## config.mk

```make
export PLATFORM = sky130hd
export DESIGN_NAME = broadcast_router_cam
export DESIGN_NICKNAME = d
export VERILOG_FILES = /design/src/sv/brc_pkg.sv /design/src/sv/brc_front.sv /design/src/sv/brc_back.sv /design/src/sv/broadcast_router_cam.sv
export SDC_FILE = /design/constraint.sdc
export NUM_CORES = 1
export LEC_CHECK = 0
export BUFFER_PORTS_ARGS = -buffer_cell sky130_fd_sc_hd__buf_2
export CAP_MARGIN = 15
export CORE_MARGIN = 4
export CORE_UTILIZATION = 50
export CTS_BUF_LIST = sky130_fd_sc_hd__clkbuf_8
export DETAILED_ROUTE_END_ITERATION = 8
export PLACE_DENSITY = 0.7
export SYNTH_ARGS = -nofsm -noshare
export SYNTH_HDL_FRONTEND = slang
export SYNTH_SLANG_ARGS = --single-unit
```

## constraint.sdc

```tcl
create_clock -name clock -period 22.2 [get_ports clock]
set_input_delay 1.11 -clock clock [delete_from_list [all_inputs] [get_ports clock]]
set_output_delay 1.11 -clock clock [all_outputs]
set_load 0.03 [all_outputs]
```

## src/sv/brc_pkg.sv

```systemverilog
package brc_pkg;

   localparam int CamEntriesDefault = 8;
   localparam int NumPortsDefault = 5;
   localparam int PayloadBitsDefault = 32;

   localparam int AddrBits = 16;
   localparam int IdBits = 6;
   localparam int KeyBits = AddrBits + IdBits;
   localparam int MaskBits = 5;
   localparam int StatusBits = 3;
   localparam int PortBits = 3;
   localparam int ServiceBits = 2;

   typedef enum logic [ServiceBits-1:0] {
      SVC_ALL     = 2'd0,
      SVC_TARGET  = 2'd1,
      SVC_CLEAR   = 2'd2,
      SVC_INVALID = 2'd3
   } service_type;

   typedef enum logic [StatusBits-1:0] {
      ST_IGNORED  = 3'd0,
      ST_STORED   = 3'd1,
      ST_REFUSED  = 3'd2,
      ST_CLEARED  = 3'd3,
      ST_TICK     = 3'd4,
      ST_LAUNCHED = 3'd5
   } status_type;

   typedef enum logic [0:0] {
      CMD_PACKET = 1'b0,
      CMD_TICK   = 1'b1
   } cmd_type;

   typedef enum logic [0:0] {
      CSR_ROUTER_ADDRESS = 1'b0,
      CSR_CLEAR_INTERVAL = 1'b1
   } csr_index_type;

   localparam logic [AddrBits-1:0] ClearIntervalReset = 16'd100;

   typedef enum logic [1:0] {
      ACT_NONE   = 2'd0,
      ACT_STORE  = 2'd1,
      ACT_CLEAR  = 2'd2,
      ACT_LAUNCH = 2'd3
   } action_type;

endpackage

```

## src/sv/brc_front.sv

```systemverilog
module brc_front
   import brc_pkg::*;
#(
   parameter int CAM_ENTRIES = CamEntriesDefault,
   parameter int NUM_PORTS = NumPortsDefault,
   parameter int PAYLOAD_BITS = PayloadBitsDefault,
   localparam int IdxBits = (CAM_ENTRIES > 1) ? $clog2(CAM_ENTRIES) : 1
) (
   input  logic                    clock,
   input  logic                    reset,
   input  logic                    req_valid,
   output logic                    req_ready,
   input  logic                    req_cmd,
   input  logic [PortBits-1:0]     req_in_port,
   input  logic [AddrBits-1:0]     req_src_addr,
   input  logic [AddrBits-1:0]     req_tgt_addr,
   input  logic [IdBits-1:0]       req_msg_id,
   input  logic [ServiceBits-1:0]  req_service,
   input  logic [PAYLOAD_BITS-1:0] req_payload,
   input  logic [AddrBits-1:0]     node_addr,
   input  logic [AddrBits-1:0]     tick_limit,
   output logic                    job_valid,
   input  logic                    job_ready,
   output action_type              job_action,
   output status_type              job_status,
   output logic [MaskBits-1:0]     job_mask,
   output logic [IdxBits-1:0]      job_index,
   output logic [ServiceBits-1:0]  job_service,
   output logic [AddrBits-1:0]     job_src,
   output logic [AddrBits-1:0]     job_tgt,
   output logic [IdBits-1:0]       job_id,
   output logic [PAYLOAD_BITS-1:0] job_payload
);

   localparam int MeshPorts = NUM_PORTS - 1;

   logic [CAM_ENTRIES-1:0] valid_ff, valid_in;
   logic [KeyBits-1:0]     key_ff [CAM_ENTRIES];
   logic [PortBits-1:0]    origin_ff [CAM_ENTRIES];
   logic                   armed_ff, armed_in;
   logic [AddrBits-1:0]    elapsed_ff, elapsed_in;
   logic [IdxBits-1:0]     lentry_ff, lentry_in;

   logic                   pend_ff, pend_in;
   logic                   cmd_ff;
   logic [PortBits-1:0]    port_ff;
   logic [AddrBits-1:0]    src_ff, tgt_ff;
   logic [IdBits-1:0]      id_ff;
   logic [ServiceBits-1:0] svc_ff;
   logic [PAYLOAD_BITS-1:0] pay_ff;
   logic [CAM_ENTRIES-1:0] hitv_ff;

   logic                   out_ff, out_in;
   action_type             act_ff, act_in;
   status_type             st_ff, st_in;
   logic [MaskBits-1:0]    mask_ff, mask_in;
   logic [IdxBits-1:0]     idx_ff, idx_in;
   logic [ServiceBits-1:0] osvc_ff, osvc_in;

   logic                   hit_any, free_any, wr_en;
   logic [IdxBits-1:0]     hit_idx, vacant_idx;
   logic [AddrBits-1:0]    elapsed_inc;

   function automatic logic [MaskBits-1:0] mesh_except(input logic [PortBits-1:0] origin);
      logic [MaskBits-1:0] m;
      m = '0;
      for (int p = 0; p < MeshPorts; p++) begin
         if (p < MaskBits) m[p] = (origin != PortBits'(p));
      end
      return m;
   endfunction

   assign req_ready = !pend_ff && !out_ff;

   always_comb begin
      hit_any = 1'b0;
      hit_idx = '0;
      free_any = 1'b0;
      vacant_idx = '0;
      for (int i = CAM_ENTRIES - 1; i >= 0; i--) begin
         if (hitv_ff[i]) begin
            hit_any = 1'b1;
            hit_idx = IdxBits'(i);
         end
         if (!valid_ff[i]) begin
            free_any = 1'b1;
            vacant_idx = IdxBits'(i);
         end
      end
   end

   assign elapsed_inc = (elapsed_ff == '1) ? elapsed_ff : elapsed_ff + AddrBits'(1);

   always_comb begin
      valid_in = valid_ff;
      armed_in = armed_ff;
      elapsed_in = elapsed_ff;
      lentry_in = lentry_ff;
      pend_in = pend_ff;
      out_in = out_ff && !job_ready;
      act_in = act_ff;
      st_in = st_ff;
      mask_in = mask_ff;
      idx_in = idx_ff;
      osvc_in = osvc_ff;
      wr_en = 1'b0;
      if (req_valid && req_ready) pend_in = 1'b1;
      if (pend_ff) begin
         pend_in = 1'b0;
         out_in = 1'b1;
         act_in = ACT_NONE;
         mask_in = '0;
         idx_in = '0;
         osvc_in = '0;
         if (cmd_ff == CMD_TICK) begin
            st_in = ST_TICK;
            if (armed_ff) begin
               elapsed_in = elapsed_inc;
               if (elapsed_inc >= tick_limit) begin
                  armed_in = 1'b0;
                  if (valid_ff[lentry_ff]) begin
                     valid_in[lentry_ff] = 1'b0;
                     st_in = ST_LAUNCHED;
                     act_in = ACT_LAUNCH;
                     mask_in = mesh_except(origin_ff[lentry_ff]);
                     idx_in = lentry_ff;
                     osvc_in = SVC_CLEAR;
                  end
               end
            end
         end else if (32'(port_ff) >= NUM_PORTS) begin
            st_in = ST_IGNORED;
         end else if (!hit_any && (svc_ff == SVC_ALL || svc_ff == SVC_TARGET)) begin
            if (!free_any) begin
               st_in = ST_REFUSED;
            end else begin
               wr_en = 1'b1;
               valid_in[vacant_idx] = 1'b1;
               st_in = ST_STORED;
               act_in = ACT_STORE;
               idx_in = vacant_idx;
               osvc_in = svc_ff;
               if (32'(port_ff) == NUM_PORTS - 1) begin
                  armed_in = 1'b1;
                  elapsed_in = '0;
                  lentry_in = vacant_idx;
               end
               if (svc_ff == SVC_ALL) begin
                  mask_in = mesh_except(port_ff);
                  if (src_ff != node_addr) mask_in[MeshPorts] = 1'b1;
               end else if (tgt_ff != node_addr) begin
                  mask_in = mesh_except(port_ff);
               end else begin
                  mask_in[MeshPorts] = 1'b1;
               end
            end
         end else if (hit_any && svc_ff == SVC_CLEAR) begin
            valid_in[hit_idx] = 1'b0;
            if (armed_ff && lentry_ff == hit_idx) armed_in = 1'b0;
            st_in = ST_CLEARED;
            act_in = ACT_CLEAR;
            mask_in = mesh_except(origin_ff[hit_idx]);
            idx_in = hit_idx;
            osvc_in = SVC_CLEAR;
         end else begin
            st_in = ST_IGNORED;
         end
      end
   end

   always_ff @(posedge clock) begin
      if (reset) begin
         valid_ff <= '0;
         armed_ff <= 1'b0;
         elapsed_ff <= '0;
         lentry_ff <= '0;
         pend_ff <= 1'b0;
         out_ff <= 1'b0;
      end else begin
         valid_ff <= valid_in;
         armed_ff <= armed_in;
         elapsed_ff <= elapsed_in;
         lentry_ff <= lentry_in;
         pend_ff <= pend_in;
         out_ff <= out_in;
      end
   end

   always_ff @(posedge clock) begin
      if (req_valid && req_ready) begin
         cmd_ff <= req_cmd;
         port_ff <= req_in_port;
         src_ff <= req_src_addr;
         tgt_ff <= req_tgt_addr;
         id_ff <= req_msg_id;
         svc_ff <= req_service;
         pay_ff <= req_payload;
         for (int i = 0; i < CAM_ENTRIES; i++) begin
            hitv_ff[i] <= valid_ff[i] && (key_ff[i] == {req_src_addr, req_msg_id});
         end
      end
      if (wr_en) begin
         key_ff[vacant_idx] <= {src_ff, id_ff};
         origin_ff[vacant_idx] <= port_ff;
      end
      if (pend_ff) begin
         act_ff <= act_in;
         st_ff <= st_in;
         mask_ff <= mask_in;
         idx_ff <= idx_in;
         osvc_ff <= osvc_in;
         job_src <= src_ff;
         job_tgt <= tgt_ff;
         job_id <= id_ff;
         job_payload <= pay_ff;
      end
   end

   assign job_valid = out_ff;
   assign job_action = act_ff;
   assign job_status = st_ff;
   assign job_mask = mask_ff;
   assign job_index = idx_ff;
   assign job_service = osvc_ff;

endmodule

```

## src/sv/brc_back.sv

```systemverilog
module brc_back
   import brc_pkg::*;
#(
   parameter int CAM_ENTRIES = CamEntriesDefault,
   parameter int PAYLOAD_BITS = PayloadBitsDefault,
   localparam int IdxBits = (CAM_ENTRIES > 1) ? $clog2(CAM_ENTRIES) : 1
) (
   input  logic                    clock,
   input  logic                    reset,
   input  logic                    job_valid,
   output logic                    job_ready,
   input  action_type              job_action,
   input  status_type              job_status,
   input  logic [MaskBits-1:0]     job_mask,
   input  logic [IdxBits-1:0]      job_index,
   input  logic [ServiceBits-1:0]  job_service,
   input  logic [AddrBits-1:0]     job_src,
   input  logic [AddrBits-1:0]     job_tgt,
   input  logic [IdBits-1:0]       job_id,
   input  logic [PAYLOAD_BITS-1:0] job_payload,
   output logic                    rsp_valid,
   input  logic                    rsp_ready,
   output logic [StatusBits-1:0]   rsp_status,
   output logic [MaskBits-1:0]     rsp_fwd_mask,
   output logic [AddrBits-1:0]     rsp_out_source,
   output logic [AddrBits-1:0]     rsp_out_target,
   output logic [IdBits-1:0]       rsp_out_id,
   output logic [ServiceBits-1:0]  rsp_out_service,
   output logic [PAYLOAD_BITS-1:0] rsp_out_payload
);

   localparam int InfoBits = 2 * AddrBits + IdBits + PAYLOAD_BITS;

   logic [InfoBits-1:0] mem_ff [CAM_ENTRIES];
   logic [InfoBits-1:0] rd_ff;
   logic                stage_ff, stage_in;
   action_type          act_ff;
   status_type          st_ff;
   logic [MaskBits-1:0] mask_ff;
   logic [ServiceBits-1:0] svc_ff;
   logic                rsp_valid_ff, rsp_valid_in;
   logic                load;

   assign job_ready = !stage_ff;
   assign load = stage_ff && (!rsp_valid_ff || rsp_ready);

   always_comb begin
      stage_in = stage_ff;
      rsp_valid_in = rsp_valid_ff;
      if (rsp_valid_ff && rsp_ready) rsp_valid_in = 1'b0;
      if (load) begin
         stage_in = 1'b0;
         rsp_valid_in = 1'b1;
      end
      if (job_valid && job_ready) stage_in = 1'b1;
   end

   always_ff @(posedge clock) begin
      if (reset) begin
         stage_ff <= 1'b0;
         rsp_valid_ff <= 1'b0;
      end else begin
         stage_ff <= stage_in;
         rsp_valid_ff <= rsp_valid_in;
      end
   end

   always_ff @(posedge clock) begin
      if (job_valid && job_ready) begin
         act_ff <= job_action;
         st_ff <= job_status;
         mask_ff <= job_mask;
         svc_ff <= job_service;
         if (job_action == ACT_STORE) begin
            mem_ff[job_index] <= {job_src, job_tgt, job_id, job_payload};
            rd_ff <= {job_src, job_tgt, job_id, job_payload};
         end else begin
            rd_ff <= mem_ff[job_index];
         end
      end
      if (load) begin
         rsp_status <= st_ff;
         rsp_fwd_mask <= mask_ff;
         rsp_out_service <= svc_ff;
         if (act_ff == ACT_NONE) begin
            {rsp_out_source, rsp_out_target, rsp_out_id, rsp_out_payload} <= '0;
         end else begin
            {rsp_out_source, rsp_out_target, rsp_out_id, rsp_out_payload} <= rd_ff;
         end
      end
   end

   assign rsp_valid = rsp_valid_ff;

endmodule

```

## src/sv/broadcast_router_cam.sv

```systemverilog
// Broadcast router with duplicate-suppressing CAM.
// req_ channel: one word per packet arrival (req_cmd 0) or clock tick
// (req_cmd 1). rsp_ channel: exactly one result word per request word,
// in order. csr_ channel: index 0 writes the node address, 1 writes
// the clear tick limit; write only while the block is idle.
// A front stage registers the CAM key compare on acceptance, then resolves
// hit, free entry, timer and forward mask in the next cycle and queues a
// job. A back stage reads or writes the entry store and registers the
// result. The front takes no new word until the current one has been through
// the compare, the resolve and the job handoff to the back stage.
// Reset empties the CAM, disarms the timer, sets the node address to 0 and
// the clear tick limit to 100. When rsp_ready is low, the result holds, the
// back stage and job register fill, and req_ready drops until space frees.
module broadcast_router_cam
   import brc_pkg::*;
#(
   parameter int CAM_ENTRIES = CamEntriesDefault,
   parameter int NUM_PORTS = NumPortsDefault,
   parameter int PAYLOAD_BITS = PayloadBitsDefault
) (
   input  logic                    clock,
   input  logic                    reset,
   input  logic                    req_valid,
   output logic                    req_ready,
   input  logic                    req_cmd,
   input  logic [PortBits-1:0]     req_in_port,
   input  logic [AddrBits-1:0]     req_src_addr,
   input  logic [AddrBits-1:0]     req_tgt_addr,
   input  logic [IdBits-1:0]       req_msg_id,
   input  logic [ServiceBits-1:0]  req_service,
   input  logic [PAYLOAD_BITS-1:0] req_payload,
   output logic                    rsp_valid,
   input  logic                    rsp_ready,
   output logic [StatusBits-1:0]   rsp_status,
   output logic [MaskBits-1:0]     rsp_fwd_mask,
   output logic [AddrBits-1:0]     rsp_out_source,
   output logic [AddrBits-1:0]     rsp_out_target,
   output logic [IdBits-1:0]       rsp_out_id,
   output logic [ServiceBits-1:0]  rsp_out_service,
   output logic [PAYLOAD_BITS-1:0] rsp_out_payload,
   input  logic                    csr_valid,
   output logic                    csr_ready,
   input  logic                    csr_index,
   input  logic [AddrBits-1:0]     csr_data
);

   localparam int IdxBits = (CAM_ENTRIES > 1) ? $clog2(CAM_ENTRIES) : 1;

   logic [AddrBits-1:0] addr_ff, interval_ff;
   logic                job_valid, job_ready;
   action_type          job_action;
   status_type          job_status;
   logic [MaskBits-1:0] job_mask;
   logic [IdxBits-1:0]  job_index;
   logic [ServiceBits-1:0] job_service;
   logic [AddrBits-1:0] job_src, job_tgt;
   logic [IdBits-1:0]   job_id;
   logic [PAYLOAD_BITS-1:0] job_payload;

   assign csr_ready = 1'b1;

   always_ff @(posedge clock) begin
      if (reset) begin
         addr_ff <= '0;
         interval_ff <= ClearIntervalReset;
      end else if (csr_valid) begin
         unique case (csr_index_type'(csr_index))
            CSR_ROUTER_ADDRESS: addr_ff <= csr_data;
            CSR_CLEAR_INTERVAL: interval_ff <= csr_data;
            default: addr_ff <= addr_ff;
         endcase
      end
   end

   brc_front #(
      .CAM_ENTRIES(CAM_ENTRIES),
      .NUM_PORTS(NUM_PORTS),
      .PAYLOAD_BITS(PAYLOAD_BITS)
   ) u_front (
      .clock, .reset, .req_valid, .req_ready, .req_cmd, .req_in_port,
      .req_src_addr, .req_tgt_addr, .req_msg_id, .req_service, .req_payload,
      .node_addr(addr_ff), .tick_limit(interval_ff),
      .job_valid, .job_ready, .job_action, .job_status, .job_mask, .job_index,
      .job_service, .job_src, .job_tgt, .job_id, .job_payload
   );

   brc_back #(
      .CAM_ENTRIES(CAM_ENTRIES),
      .PAYLOAD_BITS(PAYLOAD_BITS)
   ) u_back (
      .clock, .reset, .job_valid, .job_ready, .job_action, .job_status,
      .job_mask, .job_index, .job_service, .job_src, .job_tgt, .job_id,
      .job_payload, .rsp_valid, .rsp_ready, .rsp_status, .rsp_fwd_mask,
      .rsp_out_source, .rsp_out_target, .rsp_out_id, .rsp_out_service,
      .rsp_out_payload
   );

endmodule

```

==> impl_metrics.yaml <==
floorplan:
  core_area_sq_um: 89100
  num_rows: 109
  ios: 181
  die_h_um: 309
  initial_core_util_pct: 50.7
  die_w_um: 309
  die_area_sq_um: 95200
routing:
  drc: 0
  drtPass1Iterations: 6
  drtIter0Drc: 2465
  routed_wl_mm: 108
  avgViaCountPerCell: 5.80
  antenna_left: 0
  wl_per_cell_um: 24.9
  vias: 25186
global_routing:
  antenna_found_initial: 5
  grt_overflow_total: 0
  grt_max_degree: 109
  grt_pass1_vias: 25705
  grt_usage_pct: 22.7
  grt_pass1_wl_mm: 161
power_and_ir_drop:
  switching_share_pct: 22.8
  comb_power_share_pct: 3.8
  p_leak_nw: 17.0
  pwr_density_cell_nw_per_um2: 84.5
  finalPower_w: 0.00430
  pwr-share-clk_pct: 38.7
  switchingPower_w: 0.000981
  ir_drop_mv: 0.0550
  pwr-share-seq_pct: 57.4
  internal_power_w: 0.00332
sta:
  fin_crit_ps: 4350
  slew_violations: 0
  layout_worst_path_cycle_share_pct: 19.6
  skew_ps: 43.3
  setup_viol: 0
  tightest_slew_ps: 1100
  rsz0062_at_grt: "no"
  tns_ps: 0
  max-slew-margin-rel_pct: 26.3
  hold_viol: 0
  fmax_mhz: 230
synthesis:
  synth_nets: 2877
  synth-seq-cells: 1158
  synth_edf_count: 1091
  yosys_warnings: 0
  post-synth-top-count-cell: "edfxtp_1"
  synth_area_leader_cell: "edfxtp_1"
  ys_types: 75
  syn_area_sq_um: 45200
  syn_area_per_cell_sq_um: 16.4
  async_reset_ff_share_pct: 0
  synth_top_area_share_pct: 72.5
  seq_area_frac_synth_pct: 75.5
  netlist_top_cells_count: "1,091 x edfxtp_1, 193 x nor2_1, 157 x a21oi_1"
  yosys-top-cells-area: "edfxtp_1 73%, dfxtp_1 3.0%, mux4_2 2.9%, xor2_1 2.5%, a21oi_1 1.7%"
  synth_flop_cell: "edfxtp_1"
  synth_cells: 2762
run_status:
  status: "complete, no violations"
critical_path:
  worst_ep_required_time_ps: 22920
  critPathCaptureType: "flip-flop"
  cp.arrival_ps: 5080
  crit_type: "flip-flop to flip-flop"
  cp-start-kind: "flip-flop"
  cp_max_fo: 11
run:
  maxCapViolCount: 0
clocking:
  clock_path_buffers: 3
  clk_pin_slew_ps: 60
  post-cts-setup-buffer-count: 0
  cts_num_sinks: 1158
  clk_latency_ps: 850
  ctsHoldBuffers: 0
  cts-resized-gates: 0
  cts_tree: "done"
  cts_buffers: 186
  root_buffer: "clkbuf_8"
  h-tree-depth: 4
cells_and_area:
  final_core_util_pct: 57.1
  area_growth_pct: 12.6
  drive_gt1_share_pct: 19.3
  nNetsFinal: 3141
placement:
  place_hpwl_mm: 65.5
  port_buffers: 179
  gp_congestion: 0.871
min_path:
  hold_path.class: "flip-flop to flip-flop"
-- sequential cells by signal, summed over array words and instances, names as in the netlist, 16 cells and up, named ones only --
signal	cells
u_back.mem_ff	560
u_front.key_ff	176
u_back.rd_ff	70
u_back.rsp_out_payload	32
u_front.job_payload	32
u_front.pay_ff	32
u_front.origin_ff	24
addr_ff	16
interval_ff	16
u_back.rsp_out_source	16
u_back.rsp_out_target	16
u_front.elapsed_ff	16
u_front.job_src	16
u_front.job_tgt	16
u_front.src_ff	16
u_front.tgt_ff	16
-- final cells by class --
| cell class | instances | area, sq um |
|---|---|---|
| clock buffers | 189 | 2600 |
| fillers | 6779 | 38200 |
| multi-input cells | 1431 | 10600 |
| well taps | 1165 | 1460 |
| inverters | 28 | 105 |
| clock inverters | 148 | 779 |
| diodes | 4 | 10.0 |
| repair buffers | 221 | 1270 |
| flip-flops and latches | 1158 | 34100 |
-- kinds of logic after synthesis --
| kind of cell | count (synthesis) | synth area share, % |
|---|---|---|
| AO/OA/AOI/OAI | 424 | 6.16 |
| multiplexers | 183 | 5.85 |
| XOR/XNOR | 217 | 4.21 |
| buffers and inverters | 173 | 1.48 |
| adder cells (fa/ha/maj) | 17 | 0.471 |
| other | 1 | 0.00830 |
| AND/OR/NAND/NOR | 589 | 6.35 |
| flip-flops | 1158 | 75.5 |
-- placed cells by master, fill, tap and decap left out, types with 37 or more instances in the layout --
| cell | Yosys | layout |
|---|---|---|
| nand4_1 | 37 | 37 |
| clkinv_1 | 1 | 47 |
| edfxtp_1 | 1091 | 1091 |
| a21oi_1 | 157 | 157 |
| mux4_2 | 59 | 59 |
| nand2_1 | 135 | 135 |
| xor2_1 | 131 | 131 |
| inv_1 | 27 | 90 |
| xnor2_1 | 86 | 86 |
| dfxtp_1 | 67 | 66 |
| buf_2 | 13 | 179 |
| clkbuf_8 | 0 | 189 |
| mux2i_1 | 66 | 66 |
| mux2_2 | 58 | 58 |
| o21ai_0 | 48 | 48 |
| nor2_1 | 193 | 180 |
| nor2b_1 | 91 | 84 |
| a221oi_1 | 38 | 38 |
| buf_4 | 1 | 38 |
| a22oi_1 | 53 | 53 |
-- metrics by stage --
stage                     setup slack, ps  cell area, sq um  instances  hold WS, ps
after floorplan                     11740             45200       2762          400
after global placement              18070             47500       4002          404
after detailed placement            17950             47500       4002          405
after CTS                           17910             50800       4339          348
after global routing                17480             50900       4341          374
final                               17850             50900       4344          417
-- routing by layer --
layer	global-route usage [%]	wire (um)	part of all wire (%)	vias to the layer above
li1	-	-	-	11179
met1	30.7	44600	41	12689
met2	37.0	52500	48	1100
met3	4.48	8000	7.4	218
met4	8.48	3260	3.0	0
met5	0	0	0	-
-- power by group through the flow --
stage | registers [W] | logic, W | clock network [W]
final | 0.00247 | 0.000165 | 0.00166
after CTS | 0.00247 | 0.000167 | 0.00171
after detailed placement | 0.00251 | 0.000166 | 0
after global routing | 0.00247 | 0.000179 | 0.00181
after floorplan | 0.00250 | 0.0000995 | 0
after global placement | 0.00251 | 0.000163 | 0
-- final timing paths --
path                                             from                      end  slack, ps  depth (start not counted)
worst min register to register     u_front.pay_ff[14]  u_front.job_payload[14]        420                          0
worst min-delay path               u_front.pay_ff[14]  u_front.job_payload[14]        420                          0
worst max register to register  u_front.elapsed_ff[3]      u_front.valid_ff[1]      17850                         13
worst max-delay path            u_front.elapsed_ff[3]      u_front.valid_ff[1]      17850                         13
-- worst max-delay path, stage by stage, from the launching register on --
cell and delay (ps):
dfxtp_1 470, nand4_1 250, nor4_2 460, nand4_1 270, nor3_1 320, nand3_1 160
o21a_1 140, ha_1 310, nand4_1 120, a2111o_1 440, o21ai_4 260, nand2_1 400
a211o_1 400, o32ai_1 240
No activity file was read; power rests on OpenSTA's default activity.
